[src/design/peg_pkg.sv]
// Shared types and constants for the pulse envelope generator.
// Used by the controller, the datapath, the divider and the top level.
`default_nettype none

package peg_pkg;

  localparam int unsigned DataW   = 16;
  localparam int unsigned PpbW    = 5;
  localparam int unsigned PulseW  = 4;
  localparam int unsigned SegW    = 2;
  localparam int unsigned CfgIdxW = 3;

  // Ratio quotient reaches 2^16, so it needs one bit more than the data.
  localparam int unsigned QuotW    = 17;
  localparam int unsigned DivSteps = 17;
  localparam int unsigned DivCntW  = 5;

  // Shared multiplier: wide operand holds the square of the quotient.
  localparam int unsigned MulAW = 34;
  localparam int unsigned MulBW = 17;
  localparam int unsigned ProdW = MulAW + MulBW;
  localparam int unsigned AccW  = 34;

  typedef enum logic [CfgIdxW-1:0] {
    CFG_PULSE_LENGTH    = 3'd0,
    CFG_PULSES_PER_BEAT = 3'd1,
    CFG_RISE_TICKS      = 3'd2,
    CFG_FALL_TICKS      = 3'd3,
    CFG_BASE_LEVEL      = 3'd4,
    CFG_ACCENT_GAIN     = 3'd5,
    CFG_NORMAL_GAIN     = 3'd6
  } cfg_idx_e;

  typedef enum logic [SegW-1:0] {
    SEG_RISE = 2'd0,
    SEG_FALL = 2'd1,
    SEG_GAP  = 2'd2
  } seg_e;

  typedef enum logic [2:0] {
    ST_IDLE,
    ST_PEAK,
    ST_DIV,
    ST_SQUARE,
    ST_CUBE,
    ST_MIX_BASE,
    ST_MIX_PEAK,
    ST_DONE
  } state_e;

  typedef enum logic [2:0] {
    MUL_NONE,
    MUL_PEAK,
    MUL_SQUARE,
    MUL_CUBE,
    MUL_MIX_BASE,
    MUL_MIX_PEAK
  } mul_sel_e;

  typedef struct packed {
    logic     accept;    // advance counters with the incoming tick
    logic     setup;     // classify segment, load divider
    logic     div_step;  // one restoring division step
    mul_sel_e mul_sel;   // multiplier operands and destination
    logic     out_load;  // capture result into the output register
  } cmd_t;

  typedef struct packed {
    logic gap;       // current tick lies in the gap
    logic div_last;  // divider performs its final step
  } status_t;

endpackage

`default_nettype wire

[src/design/peg_div.sv]
// Restoring divider producing floor((num << 16) / den) for num <= den.
// One quotient bit per cycle while step_i is high; depends on peg_pkg.
`default_nettype none

module peg_div (
  input  wire                              clk_i,
  input  wire                              rst_ni,
  input  wire                              start_i,
  input  wire                              step_i,
  input  wire  [peg_pkg::DataW-1:0]        num_i,
  input  wire  [peg_pkg::DataW-1:0]        den_i,
  output logic [peg_pkg::QuotW-1:0]        quot_o,
  output logic                             last_o
);
  import peg_pkg::*;

  logic [DataW:0]       rem_q, rem_d;
  logic [DataW-1:0]     den_q;
  logic [QuotW-1:0]     quot_q, quot_d;
  logic [DivCntW-1:0]   cnt_q, cnt_d;
  logic                 ge;
  logic [DataW:0]       diff;
  logic [DataW:0]       part;

  always_comb begin
    ge     = rem_q >= {1'b0, den_q};
    diff   = rem_q - {1'b0, den_q};
    part   = ge ? diff : rem_q;
    rem_d  = {part[DataW-1:0], 1'b0};
    quot_d = {quot_q[QuotW-2:0], ge};
    cnt_d  = cnt_q + DivCntW'(1);
  end

  always_ff @(posedge clk_i or negedge rst_ni) begin
    if (!rst_ni) begin
      cnt_q <= '0;
    end else if (start_i) begin
      cnt_q <= '0;
    end else if (step_i) begin
      cnt_q <= cnt_d;
    end
  end

  always_ff @(posedge clk_i) begin
    if (start_i) begin
      rem_q <= {1'b0, num_i};
      den_q <= den_i;
    end else if (step_i) begin
      rem_q  <= rem_d;
      quot_q <= quot_d;
    end
  end

  assign quot_o = quot_q;
  assign last_o = cnt_q == DivCntW'(DivSteps - 1);

endmodule

`default_nettype wire

[src/design/peg_datapath.sv]
// Datapath: configuration registers, tick and pulse counters, shared
// multiplier, divider instance and output payload. Depends on peg_pkg, peg_div.
`default_nettype none

module peg_datapath #(
  parameter int unsigned LEVEL_FRAC_BITS = 12
) (
  input  wire                              clk_i,
  input  wire                              rst_ni,
  input  wire                              cfg_we_i,
  input  wire  [peg_pkg::CfgIdxW-1:0]      cfg_index_i,
  input  wire  [peg_pkg::DataW-1:0]        cfg_data_i,
  input  wire                              restart_i,
  input  peg_pkg::cmd_t                    cmd_i,
  output peg_pkg::status_t                 status_o,
  output logic [peg_pkg::DataW-1:0]        level_o,
  output logic [peg_pkg::PulseW-1:0]       pulse_index_o,
  output logic [peg_pkg::SegW-1:0]         segment_o
);
  import peg_pkg::*;

  localparam logic [32:0] RoundK = 33'd1 << (LEVEL_FRAC_BITS - 1);

  // configuration
  logic [DataW-1:0] plen_q, rise_q, fall_q, base_q, accent_q, normal_q;
  logic [PpbW-1:0]  ppb_q;

  // counters
  logic [DataW-1:0]  tick_q, tick_d;
  logic [PulseW-1:0] pc_q, pc_d;

  // working registers
  seg_e              seg_q;
  logic [DataW-1:0]  peak_q;
  logic [MulAW-1:0]  sq_q;
  logic [QuotW-1:0]  cube_q;
  logic [AccW-1:0]   acc_q;

  logic [DataW-1:0]  level_q;
  logic [PulseW-1:0] pidx_q;
  seg_e              seg_out_q;

  always_ff @(posedge clk_i or negedge rst_ni) begin
    if (!rst_ni) begin
      plen_q   <= 16'd15;
      ppb_q    <= 5'd4;
      rise_q   <= 16'd3;
      fall_q   <= 16'd6;
      base_q   <= 16'd4096;
      accent_q <= 16'd6144;
      normal_q <= 16'd5120;
    end else if (cfg_we_i) begin
      case (cfg_index_i)
        CFG_PULSE_LENGTH:    plen_q   <= cfg_data_i;
        CFG_PULSES_PER_BEAT: ppb_q    <= cfg_data_i[PpbW-1:0];
        CFG_RISE_TICKS:      rise_q   <= cfg_data_i;
        CFG_FALL_TICKS:      fall_q   <= cfg_data_i;
        CFG_BASE_LEVEL:      base_q   <= cfg_data_i;
        CFG_ACCENT_GAIN:     accent_q <= cfg_data_i;
        CFG_NORMAL_GAIN:     normal_q <= cfg_data_i;
        default: ;
      endcase
    end
  end

  // Counter advance: a zero length acts as one, pulses per beat clamp to 1..16.
  logic [DataW-1:0]  len_eff, tick_base;
  logic [PpbW-1:0]   ppb_eff, pc_inc;
  logic [PulseW-1:0] pc_base;
  logic [DataW:0]    tick_inc;

  always_comb begin
    len_eff   = (plen_q == '0) ? DataW'(1) : plen_q;
    if (ppb_q == '0) begin
      ppb_eff = PpbW'(1);
    end else if (ppb_q > PpbW'(16)) begin
      ppb_eff = PpbW'(16);
    end else begin
      ppb_eff = ppb_q;
    end
    tick_base = restart_i ? '0 : tick_q;
    pc_base   = restart_i ? '0 : pc_q;
    tick_inc  = {1'b0, tick_base} + (DataW+1)'(1);
    pc_inc    = {1'b0, pc_base} + PpbW'(1);
    if (tick_inc >= {1'b0, len_eff}) begin
      tick_d = '0;
      pc_d   = (pc_inc >= ppb_eff) ? '0 : pc_inc[PulseW-1:0];
    end else begin
      tick_d = tick_inc[DataW-1:0];
      pc_d   = pc_base;
    end
  end

  always_ff @(posedge clk_i or negedge rst_ni) begin
    if (!rst_ni) begin
      tick_q <= '0;
      pc_q   <= '0;
    end else if (cmd_i.accept) begin
      tick_q <= tick_d;
      pc_q   <= pc_d;
    end
  end

  // Segment classification and divider operands.
  logic           rise_hit, fall_hit;
  logic [DataW:0] win_end;
  seg_e           seg_cls;
  logic [DataW-1:0] div_num, div_den;

  always_comb begin
    rise_hit = tick_q < rise_q;
    win_end  = {1'b0, rise_q} + {1'b0, fall_q};
    fall_hit = {1'b0, tick_q} < win_end;
    if (rise_hit) begin
      seg_cls = SEG_RISE;
    end else if (fall_hit) begin
      seg_cls = SEG_FALL;
    end else begin
      seg_cls = SEG_GAP;
    end
    div_num = rise_hit ? (rise_q - tick_q) : (tick_q - rise_q);
    div_den = rise_hit ? rise_q : fall_q;
  end

  logic [QuotW-1:0] quot;
  logic             div_last;

  peg_div u_div (
    .clk_i   (clk_i),
    .rst_ni  (rst_ni),
    .start_i (cmd_i.setup),
    .step_i  (cmd_i.div_step),
    .num_i   (div_num),
    .den_i   (div_den),
    .quot_o  (quot),
    .last_o  (div_last)
  );

  assign status_o.gap      = seg_cls == SEG_GAP;
  assign status_o.div_last = div_last;

  // Shared multiplier. Both segments reduce to base*c + peak*(1 - c).
  logic [MulAW-1:0] mul_a;
  logic [MulBW-1:0] mul_b;
  logic [ProdW-1:0] prod;
  logic [DataW-1:0] gain;
  logic [32:0]      pk_sum, pk_shift;
  logic [DataW-1:0] peak_d;

  always_comb begin
    gain = (pc_q == '0) ? accent_q : normal_q;
    case (cmd_i.mul_sel)
      MUL_PEAK: begin
        mul_a = MulAW'(base_q);
        mul_b = MulBW'(gain);
      end
      MUL_SQUARE: begin
        mul_a = MulAW'(quot);
        mul_b = quot;
      end
      MUL_CUBE: begin
        mul_a = sq_q;
        mul_b = quot;
      end
      MUL_MIX_BASE: begin
        mul_a = MulAW'(base_q);
        mul_b = cube_q;
      end
      MUL_MIX_PEAK: begin
        mul_a = MulAW'(peak_q);
        mul_b = 17'h10000 - cube_q;
      end
      default: begin
        mul_a = '0;
        mul_b = '0;
      end
    endcase
    prod     = mul_a * mul_b;
    pk_sum   = {1'b0, prod[31:0]} + RoundK;
    pk_shift = pk_sum >> LEVEL_FRAC_BITS;
    peak_d   = (|pk_shift[32:DataW]) ? '1 : pk_shift[DataW-1:0];
  end

  always_ff @(posedge clk_i) begin
    if (cmd_i.setup) begin
      seg_q <= seg_cls;
    end
    case (cmd_i.mul_sel)
      MUL_PEAK:     peak_q <= peak_d;
      MUL_SQUARE:   sq_q   <= prod[MulAW-1:0];
      MUL_CUBE:     cube_q <= prod[48:32];
      MUL_MIX_BASE: acc_q  <= AccW'(prod[32:0]) + AccW'(32768);
      MUL_MIX_PEAK: acc_q  <= acc_q + prod[AccW-1:0];
      default: ;
    endcase
    if (cmd_i.out_load) begin
      if (seg_q == SEG_GAP) begin
        level_q <= base_q;
      end else begin
        level_q <= (|acc_q[AccW-1:32]) ? '1 : acc_q[31:16];
      end
      pidx_q    <= pc_q;
      seg_out_q <= seg_q;
    end
  end

  assign level_o       = level_q;
  assign pulse_index_o = pidx_q;
  assign segment_o     = seg_out_q;

  // A restart tick lands on the first or second tick of pulse zero or one.
  assert property (@(posedge clk_i) disable iff (!rst_ni)
    (cmd_i.accept && restart_i) |=> (tick_q <= DataW'(1)))
    else $error("tick counter out of range after restart");

  assert property (@(posedge clk_i) disable iff (!rst_ni)
    (cmd_i.accept && restart_i) |=> (pc_q <= PulseW'(1)))
    else $error("pulse counter out of range after restart");

endmodule

`default_nettype wire

[src/design/peg_ctrl.sv]
// Controller state machine: sequences setup, division, multiplies and the
// output handshake. Depends on peg_pkg.
`default_nettype none

module peg_ctrl (
  input  wire               clk_i,
  input  wire               rst_ni,
  input  wire               in_valid_i,
  output logic              in_ready_o,
  output logic              out_valid_o,
  input  wire               out_ready_i,
  input  peg_pkg::status_t  status_i,
  output peg_pkg::cmd_t     cmd_o
);
  import peg_pkg::*;

  state_e state_q, state_d;
  logic   out_valid_q, out_valid_d;
  logic   out_free;

  assign out_free = !out_valid_q || out_ready_i;

  always_comb begin
    state_d = state_q;
    case (state_q)
      ST_IDLE:     if (in_valid_i) state_d = ST_PEAK;
      ST_PEAK:     state_d = status_i.gap ? ST_DONE : ST_DIV;
      ST_DIV:      if (status_i.div_last) state_d = ST_SQUARE;
      ST_SQUARE:   state_d = ST_CUBE;
      ST_CUBE:     state_d = ST_MIX_BASE;
      ST_MIX_BASE: state_d = ST_MIX_PEAK;
      ST_MIX_PEAK: state_d = ST_DONE;
      ST_DONE:     if (out_free) state_d = ST_IDLE;
      default:     state_d = ST_IDLE;
    endcase
  end

  always_comb begin
    cmd_o      = '0;
    in_ready_o = 1'b0;
    case (state_q)
      ST_IDLE: begin
        in_ready_o   = 1'b1;
        cmd_o.accept = in_valid_i;
      end
      ST_PEAK: begin
        cmd_o.setup   = 1'b1;
        cmd_o.mul_sel = MUL_PEAK;
      end
      ST_DIV:      cmd_o.div_step = 1'b1;
      ST_SQUARE:   cmd_o.mul_sel  = MUL_SQUARE;
      ST_CUBE:     cmd_o.mul_sel  = MUL_CUBE;
      ST_MIX_BASE: cmd_o.mul_sel  = MUL_MIX_BASE;
      ST_MIX_PEAK: cmd_o.mul_sel  = MUL_MIX_PEAK;
      ST_DONE:     cmd_o.out_load = out_free;
      default: ;
    endcase
  end

  assign out_valid_d = cmd_o.out_load || (out_valid_q && !out_ready_i);

  always_ff @(posedge clk_i or negedge rst_ni) begin
    if (!rst_ni) begin
      state_q     <= ST_IDLE;
      out_valid_q <= 1'b0;
    end else begin
      state_q     <= state_d;
      out_valid_q <= out_valid_d;
    end
  end

  assign out_valid_o = out_valid_q;

endmodule

`default_nettype wire

[src/design/pulse_envelope_generator_top.sv]
// Top level of the pulse envelope generator: controller plus datapath.
// Depends on peg_pkg, peg_ctrl, peg_datapath (which holds peg_div).
//
//   channel   direction  handshake                 payload
//   -------   ---------  ------------------------  ---------------------------
//   in        input      in_valid_i / in_ready_o   restart_i
//   out       output     out_valid_o / out_ready_i level_o, pulse_index_o,
//                                                   segment_o
//   cfg       input      cfg_we_i (no wait)        cfg_index_i, cfg_data_i
//
// A tick in the rise or fall window runs from transfer to result through the
// peak multiply, the 17-step restoring divider, then four passes through
// the one shared multiplier. A tick in the gap skips the divider and the
// later multiplies. After each result the block returns to idle before it
// takes the next tick. One tick is in flight at a time; in_ready_o is
// high only while idle.
// A result held in the output register does not stall the next tick until
// that tick's own result is ready to be loaded.
// Reset clears counters and loads the default configuration; no sweep.
`default_nettype none

module pulse_envelope_generator_top #(
  parameter int unsigned LEVEL_FRAC_BITS = 12
) (
  input  wire                              clk_i,
  input  wire                              rst_ni,
  // configuration write port
  input  wire                              cfg_we_i,
  input  wire  [peg_pkg::CfgIdxW-1:0]      cfg_index_i,
  input  wire  [peg_pkg::DataW-1:0]        cfg_data_i,
  // tick input
  input  wire                              in_valid_i,
  output logic                             in_ready_o,
  input  wire                              restart_i,
  // level output
  output logic                             out_valid_o,
  input  wire                              out_ready_i,
  output logic [peg_pkg::DataW-1:0]        level_o,
  output logic [peg_pkg::PulseW-1:0]       pulse_index_o,
  output logic [peg_pkg::SegW-1:0]         segment_o
);
  import peg_pkg::*;

  cmd_t    cmd;
  status_t status;

  // Sequence each tick: advance counters, compute peak, divide, cube, mix.
  peg_ctrl u_ctrl (
    .clk_i       (clk_i),
    .rst_ni      (rst_ni),
    .in_valid_i  (in_valid_i),
    .in_ready_o  (in_ready_o),
    .out_valid_o (out_valid_o),
    .out_ready_i (out_ready_i),
    .status_i    (status),
    .cmd_o       (cmd)
  );

  // Hold configuration, counters, arithmetic and the output payload.
  peg_datapath #(
    .LEVEL_FRAC_BITS (LEVEL_FRAC_BITS)
  ) u_datapath (
    .clk_i         (clk_i),
    .rst_ni        (rst_ni),
    .cfg_we_i      (cfg_we_i),
    .cfg_index_i   (cfg_index_i),
    .cfg_data_i    (cfg_data_i),
    .restart_i     (restart_i),
    .cmd_i         (cmd),
    .status_o      (status),
    .level_o       (level_o),
    .pulse_index_o (pulse_index_o),
    .segment_o     (segment_o)
  );

  // One tick at a time: a transfer drops ready for the next cycle.
  assert property (@(posedge clk_i) disable iff (!rst_ni)
    (in_valid_i && in_ready_o) |=> !in_ready_o)
    else $error("input taken while a tick is still in progress");

  // A delivered segment is always rise, fall or gap.
  assert property (@(posedge clk_i) disable iff (!rst_ni)
    out_valid_o |-> (segment_o == SEG_RISE || segment_o == SEG_FALL ||
                     segment_o == SEG_GAP))
    else $error("invalid segment code on output");

endmodule

`default_nettype wire

[config.mk]
export PLATFORM = sky130hd
export DESIGN_NAME = pulse_envelope_generator_top
export DESIGN_NICKNAME = d
export VERILOG_FILES = /design/src/design/peg_pkg.sv /design/src/design/peg_div.sv /design/src/design/peg_datapath.sv /design/src/design/peg_ctrl.sv /design/src/design/pulse_envelope_generator_top.sv
export SDC_FILE = /design/constraint.sdc
export NUM_CORES = 2
export LEC_CHECK = 0
export ABC_AREA = 1
export ABC_CLOCK_PERIOD_IN_PS = 9400
export BUFFER_PORTS_ARGS = -buffer_cell sky130_fd_sc_hd__buf_2
export CAP_MARGIN = 25
export CORE_MARGIN = 1.5
export CORE_UTILIZATION = 35
export CTS_BUF_LIST = sky130_fd_sc_hd__clkbuf_4 sky130_fd_sc_hd__clkbuf_8
export DETAILED_ROUTE_END_ITERATION = 6
export PLACE_DENSITY = 0.54
export SLEW_MARGIN = 40
export SYNTH_ARGS = -nofsm -noshare
export SYNTH_HDL_FRONTEND = slang
export SYNTH_SLANG_ARGS = --single-unit
export TNS_END_PERCENT = 100
[constraint.sdc]
create_clock -name clk_i -period 9.4 [get_ports clk_i]
set_input_delay 0.94 -clock clk_i [delete_from_list [all_inputs] [get_ports clk_i]]
set_output_delay 0.94 -clock clk_i [all_outputs]
set_load 0.05 [all_outputs]
After elaboration in Yosys (flattened, before gate mapping)
Index checks and enable logic that the tools add are counted.
Operators by class
  $mul: 1
  add/sub/neg operators: 11
  reduce and logical (&&, ||, !) cells: 25
  equality and inequality tests: 24
  mux-type cells: 34
  $lt $le $gt $ge: 6
  bitwise logic cells: 1
Operators with widths (number)
  16-bit 2-to-1 mux: 11
  34-bit one-hot mux with 4 select lines: 1
  17-bit one-hot mux with 4 select lines: 1
  34-bit one-hot mux with 2 select lines: 1
  34-bit by 17-bit multiplier with 49-bit output: 1
  16-bit subtractor: 3
  33-bit by 16-bit adder with 34-bit output (second input constant): 1
  34-bit adder: 1
  17-bit by 16-bit >= comparator with 1-bit output: 2
  32-bit by 12-bit adder with 33-bit output (second input constant): 1
  3-bit equality test (second input constant): 9
  3-bit one-hot mux with 8 select lines: 1
  5-bit 2-to-1 mux: 4
  3-bit by 2-bit equality test with 1-bit output (second input constant): 6
  16-bit by 1-bit adder with 17-bit output (second input constant): 1
  16-bit by 16-bit adder with 17-bit output: 1
  16-bit by 17-bit < comparator with 1-bit output: 1
  17-bit subtractor (first input constant): 1
  16-bit zero test: 1
  16-bit < comparator: 1
  2-bit AND reduction: 8
  3-bit one-hot mux with 5 select lines: 1
  3-bit 2-to-1 mux: 4
  4-bit 2-to-1 mux: 3
  other kinds (22): 37
Word-level totals
  bits of input ports: 25
  flip-flop bits (word level): 305
  logic and storage cells: 126
  output and inout port bits: 24

Logic depth before layout (Yosys ltp)
  word-level depth: 8
  depth in mapped cells: 51
  gate-level depth less buffers: 50

Modules after synthesis
From an unflattened synthesis, not the netlist that was laid out.
Second synthesis, totals
  cells, all modules: 5025
  area, all modules: 39041.2 µm²
By module, submodules not included
  peg_datapath: area an instance 35386.4 µm², instances 1, cells each 4580, seq. area each 6799.0 µm²
  peg_div: area an instance 3384.5 µm², instances 1, cells each 403, seq. area each 1616.6 µm²
  peg_ctrl: area an instance 270.3 µm², instances 1, cells each 42, seq. area each 100.1 µm²

Worst setup path before layout
No wires, ideal clock.
  path type: register to register
  start point: reg u_ctrl.state_q[2]
  end point: reg u_datapath.acc_q[33], data pin
  period minus slack after synthesis: 9.478 ns
  library setup time: 0.261 ns
  cell stages (with the launch flop): 44
  slack: -0.078 ns
  arrival time: 9.217 ns
  data required time: 9.139 ns
  path buffers: 2
  cells stage by stage: dfrtp_1 -> buf_2 -> nor2_1 -> inv_1 -> nand2_2 -> inv_2 -> nor2_1 -> nor3_2 -> clkinv_1 -> clkbuf_1 -> nand2_1 -> fa_1 -> inv_1 -> fa_1 -> inv_1 -> fa_1 -> inv_1 -> fa_1 -> [... 8 more ...] -> nor2_1 -> nand2_1 -> nand3_2 -> nand2_1 -> nand2_1 -> xor2_1 -> inv_1 -> ha_1 -> nand2_1 -> nor2_1 -> inv_1 -> o221ai_1 -> nor2_1 -> nand2_1 -> a31oi_1 -> nand3_1 -> nand2_1 -> o21ai_0
Between the ends
  cells in the longest elaborated chain, start to end: 8
  elaborated cells between the ends (all ways): 19
  those cells by class: 2 x add/sub; 1 x mul; 10 x eq/ne; 4 x mux; 2 x reduce/logical
Ends and longest elaborated chain
  start, declared: line peg_ctrl.sv:17  | state_e state_q, state_d;
  start signal, assigned: line peg_ctrl.sv:67  | state_q <= state_d;
  3-bit equality test, or another cell as far along: line peg_ctrl.sv:41  | case (state_q)
  3-bit one-hot mux with 5 select lines (*): line peg_ctrl.sv:41
  3-bit by 1-bit equality test with 1-bit output, or another cell as far along: line peg_datapath.sv:152  | case (cmd_i.mul_sel)
  2-bit OR reduction (no line)
  34-bit one-hot mux with 4 select lines / 17-bit one-hot mux with 4 select lines (equally long branches): line peg_datapath.sv:152
  34-bit by 17-bit multiplier with 49-bit output (*): line peg_datapath.sv:178  | prod = mul_a * mul_b;
  via u_datapath.prod[32]: line peg_datapath.sv:145  | logic [ProdW-1:0] prod;
  34-bit adder / 33-bit by 16-bit adder with 34-bit output (equally long branches): line peg_datapath.sv:193, peg_datapath.sv:192
  34-bit one-hot mux with 2 select lines (*): line peg_datapath.sv:188  | case (cmd_i.mul_sel)
  end signal, assigned: line peg_datapath.sv:192  | MUL_MIX_BASE: acc_q <= AccW'(prod[32:0]) + AccW'(32768);
  end signal, assigned: line peg_datapath.sv:193  | MUL_MIX_PEAK: acc_q <= acc_q + prod[AccW-1:0];
  end, declared: line peg_datapath.sv:37  | logic [AccW-1:0] acc_q;
The timed path passes the listed nets; every way through them passes the cells marked *.
A chain may end at the register's enable or synchronous reset.

Final worst setup path
  start point: reg u_ctrl.state_q[0]
  end point: reg u_datapath.acc_q[28], data pin
The elaborated chain is that of the path after synthesis.

==> impl_metrics.toml <==
[finish]
area_growth_pct = 11.25
drive_gt1_share_pct = 9.885
utilization_pct = 39.23
layout.nets = 5754
nFillCells = 11293

[sta]
worst_pin_slew_ns = 0.8035
fin_skew_ns = 0.04826
setup_violations = 0
drv_slew = 0
slew_headroom_pct = 46.37
hold_viol = 0
post-route-min-period_ns = 9.008
fin_crit_sh_pct = 95.83
timing.fmax_ghz = 0.1110

[routing]
wl_per_cell_um = 20.49
routed_wl_um = 132200
drt_iter0_drc = 2893
ant_nets = 0
remaining_drc_errors = 1
vias = 32754
drtPass1Iterations = 7
vias_per_cell = 5.075

[grt]
grt_max_degree = 77
grt_pass1_vias = 32224
antenna_found_initial = 9
grtUsageMet3_pct = 2.946
track_usage_pct = 23.86
busiest_layer = "met1"
grt_util_met1_pct = 37.06
grt_first_pass_wirelength_um = 203200
overflow = 0
use_met2_pct = 34.72

[logic_synthesis]
synth.avg_cell_area_um2 = 7.863
synth_edf_count = 174
yosysTopAreaCellShare_pct = 25.19
yosys-top-cells-area = "fa_1 (25%), edfxtp_1 (14%), nand2_1 (11%)"
synth_top_area_cell = "fa_1"
synth_cell_types = 57
synth_cells = 4882
ys_async_sr_fraction_pct = 42.62
ys_seq_area_share_pct = 22.18
synth_ff_type = "edfxtp_1"
syn_nets = 5644
yosysWarnings = 0
ys_ff_latch = 305
syn_area_mm2 = 0.03839

[cts]
htreeDepth = 2
cts_root_buf = "clkbuf_8"
cts_buffer_depth = 3
cts_tree = "done"
cts_made_buffers = 55
path_clk_slew_ns = 0.06
clk_latency_ns = 0.69
clock_sinks = 305

[floorplanning]
dieArea_mm2 = 0.1117
die_h_um = 334.2
die-width_um = 334.2
rows = 121
start_util_pct = 35.27
coreArea_mm2 = 0.1089
io_pins = 49

[worst_setup_path]
startpoint_type = "register"
reg2reg_depth = 38
cp.arrival_ns = 9.45
worst_path_most_repeated_cell = "nand2_1"
reg2reg_slack_ns = 0.39
r2r-end = "u_datapath.acc_q[28]"
worstSetupStartpoint = "u_ctrl.state_q[0]"
cp-endpoint = "u_datapath.acc_q[28]"
crit_required_ns = 9.84
end_kind = "register"
crit_type = "register to register"
cp_max_fo = 39
crit-reg2reg-launch = "u_ctrl.state_q[0]"
slowest_stage = "fa_1"
slowest_delay_ns = 0.52

[placed_design]
dpl.hpwl_um = 107600
globalplace.congestion = 0.9658
port_buffers = 48

[run_status]
failed_checks = "DRC"
status = "finished with violations"

[worst_hold_path]
min_path_type = "input port to async pin"

[run]
drv_cap = 0
[metal layers]
layer | vias up | part of all wire, %
li1 | 15351 | -
met4 | 2 | 2.6
met5 | - | 0.011
met2 | 1217 | 42
met1 | 16008 | 48
met3 | 176 | 7.6
[synthesized netlist by cell type, drive strengths merged, types with 3 or more instances]
cell and count:
o21ai 320, dfstp 14, xor2 74, fa 483, buf 44, clkbuf 110
o22ai 14, dfrtp 116, o211ai 8, or2 12, nand3b 6, o21a 18
a21boi 3, o21bai 10, a22o 4, nand4 42, a21oi 188, nor4 7
o221ai 7, xnor2 37, and2 11, nor2 459, o31ai 4, o2111ai 3
nand3 155, clkinv 11, a211oi 4, nand2 1214, ha 254, a31oi 15
a21o 16, a221oi 17, inv 978, edfxtp 174, nor3 40
[cells by family (layout without fill, tap and decap cells)]
kind of cell               count (synthesis)  in the layout  synth area share [%]
AOI/OAI and AO/OA                        638            638                 9.221
xor gates and xnor gates                 111            111                 2.533
adders and majority gates                737            737                 33.47
buffers and inverters                   1143           1299                 11.36
DFF                                      305            305                 22.18
other                                      0              2                     0
and+or+nand+nor                         1948           1948                 21.24
[worst min-delay path by stage]
stage                     slack [ns]                          end
after floorplan                 0.42  u_datapath.pulse_index_o[0]
after global placement          0.43  u_datapath.u_div.quot_o[10]
after detailed placement        0.44  u_datapath.u_div.quot_o[16]
after CTS                       0.19         u_datapath.tick_q[0]
after global routing            0.22         u_datapath.tick_q[0]
final                           0.22         u_datapath.tick_q[0]
[final cells by class]
type | count | area, um^2 | area share [%]
Antenna cell | 2 | 5.005 | 0.01172
Timing Repair Buffer | 207 | 1625 | 3.806
Sequential cell | 305 | 8517 | 19.94
Clock inverter | 38 | 499.2 | 1.169
Inverter | 989 | 3742 | 8.763
Clock buffer | 65 | 857.1 | 2.007
Tap cell | 1414 | 1769 | 4.143
Multi-Input combinational cell | 3434 | 25690 | 60.16
[what timing repair did]
| item | in CTS | in global routing |
|---|---|---|
| buffers inserted | 0 | 20 |
| hold buffers | 0 | 0 |
| gates resized for setup | 0 | 48 |
| endpoints found under the setup margin | 0 | 31 |
[sequential cells by signal, indices dropped and copies added (netlist names), 5 cells and up]
name,flops
u_datapath.level_o,16
u_datapath.plen_q,16
u_datapath.ppb_q,5
u_datapath.sq_q,34
u_datapath.normal_q,16
u_datapath.u_div.cnt_q,5
u_datapath.base_q,16
u_datapath.accent_q,16
u_datapath.u_div.rem_q,17
u_datapath.u_div.quot_o,17
u_datapath.fall_q,16
u_datapath.cube_q,17
u_datapath.tick_q,16
u_datapath.u_div.den_q,16
u_datapath.rise_q,16
u_datapath.peak_q,16
u_datapath.acc_q,34
[cells in the final DEF, fill, tap and decap left out, types with 12 or more instances in the layout]
master    synthesis  routed
buf_4             0     141
inv_1           965     955
buf_12            1      13
nand4_1          42      42
a21oi_1         187     185
nor2_2           21      27
o21ai_0         317     316
edfxtp_1        174     174
xor2_1           74      74
buf_2            35      47
xnor2_1          37      37
nor2_1          429     418
dfstp_2          14      14
a31oi_1          15      14
nor2_4            7      12
fa_1            483     483
inv_2            13      17
a221oi_1         17      17
nand3_1         136     134
nand2_1        1170    1158
nand3_2          19      21
nand2_2          39      50
o21a_1           18      18
or2_2            12      12
clkinv_2          0      14
clkbuf_8          0      59
o22ai_1          14      14
dfrtp_1         116     115
ha_1            254     245
clkinv_1         11      15
nor3_1           36      32
a21o_1           16      16
[worst max-delay path: cells and delay by family (launching register included)]
family	cells	cell delay (ns)
AO/OA/AOI/OAI	7	1.13
flip-flops	1	0.45
buffers and inverters	7	1.01
adder cells (fa/ha/maj)	8	3.72
AND/OR/NAND/NOR	16	2.43
[per-stage QoR]
step | setup slack (ns) | instance area (um^2) | TNS (ns) | hold slack, ns | std cells
after floorplan | 0.6414 | 38390 | 0 | 0.4249 | 4882
after global placement | 0.01985 | 40970 | 0 | 0.4337 | 6329
after detailed placement | 0.1029 | 41000 | 0 | 0.4367 | 6329
after CTS | 0.05748 | 42360 | 0 | 0.1927 | 6432
after global routing | -0.04244 | 42710 | -0.04244 | 0.2207 | 6453
final | 0.3916 | 42710 | 0 | 0.2210 | 6454
Power is left out: the tool's default activity adds up to more than one toggle a clock period on the data nets, which glitch-free logic cannot reach.
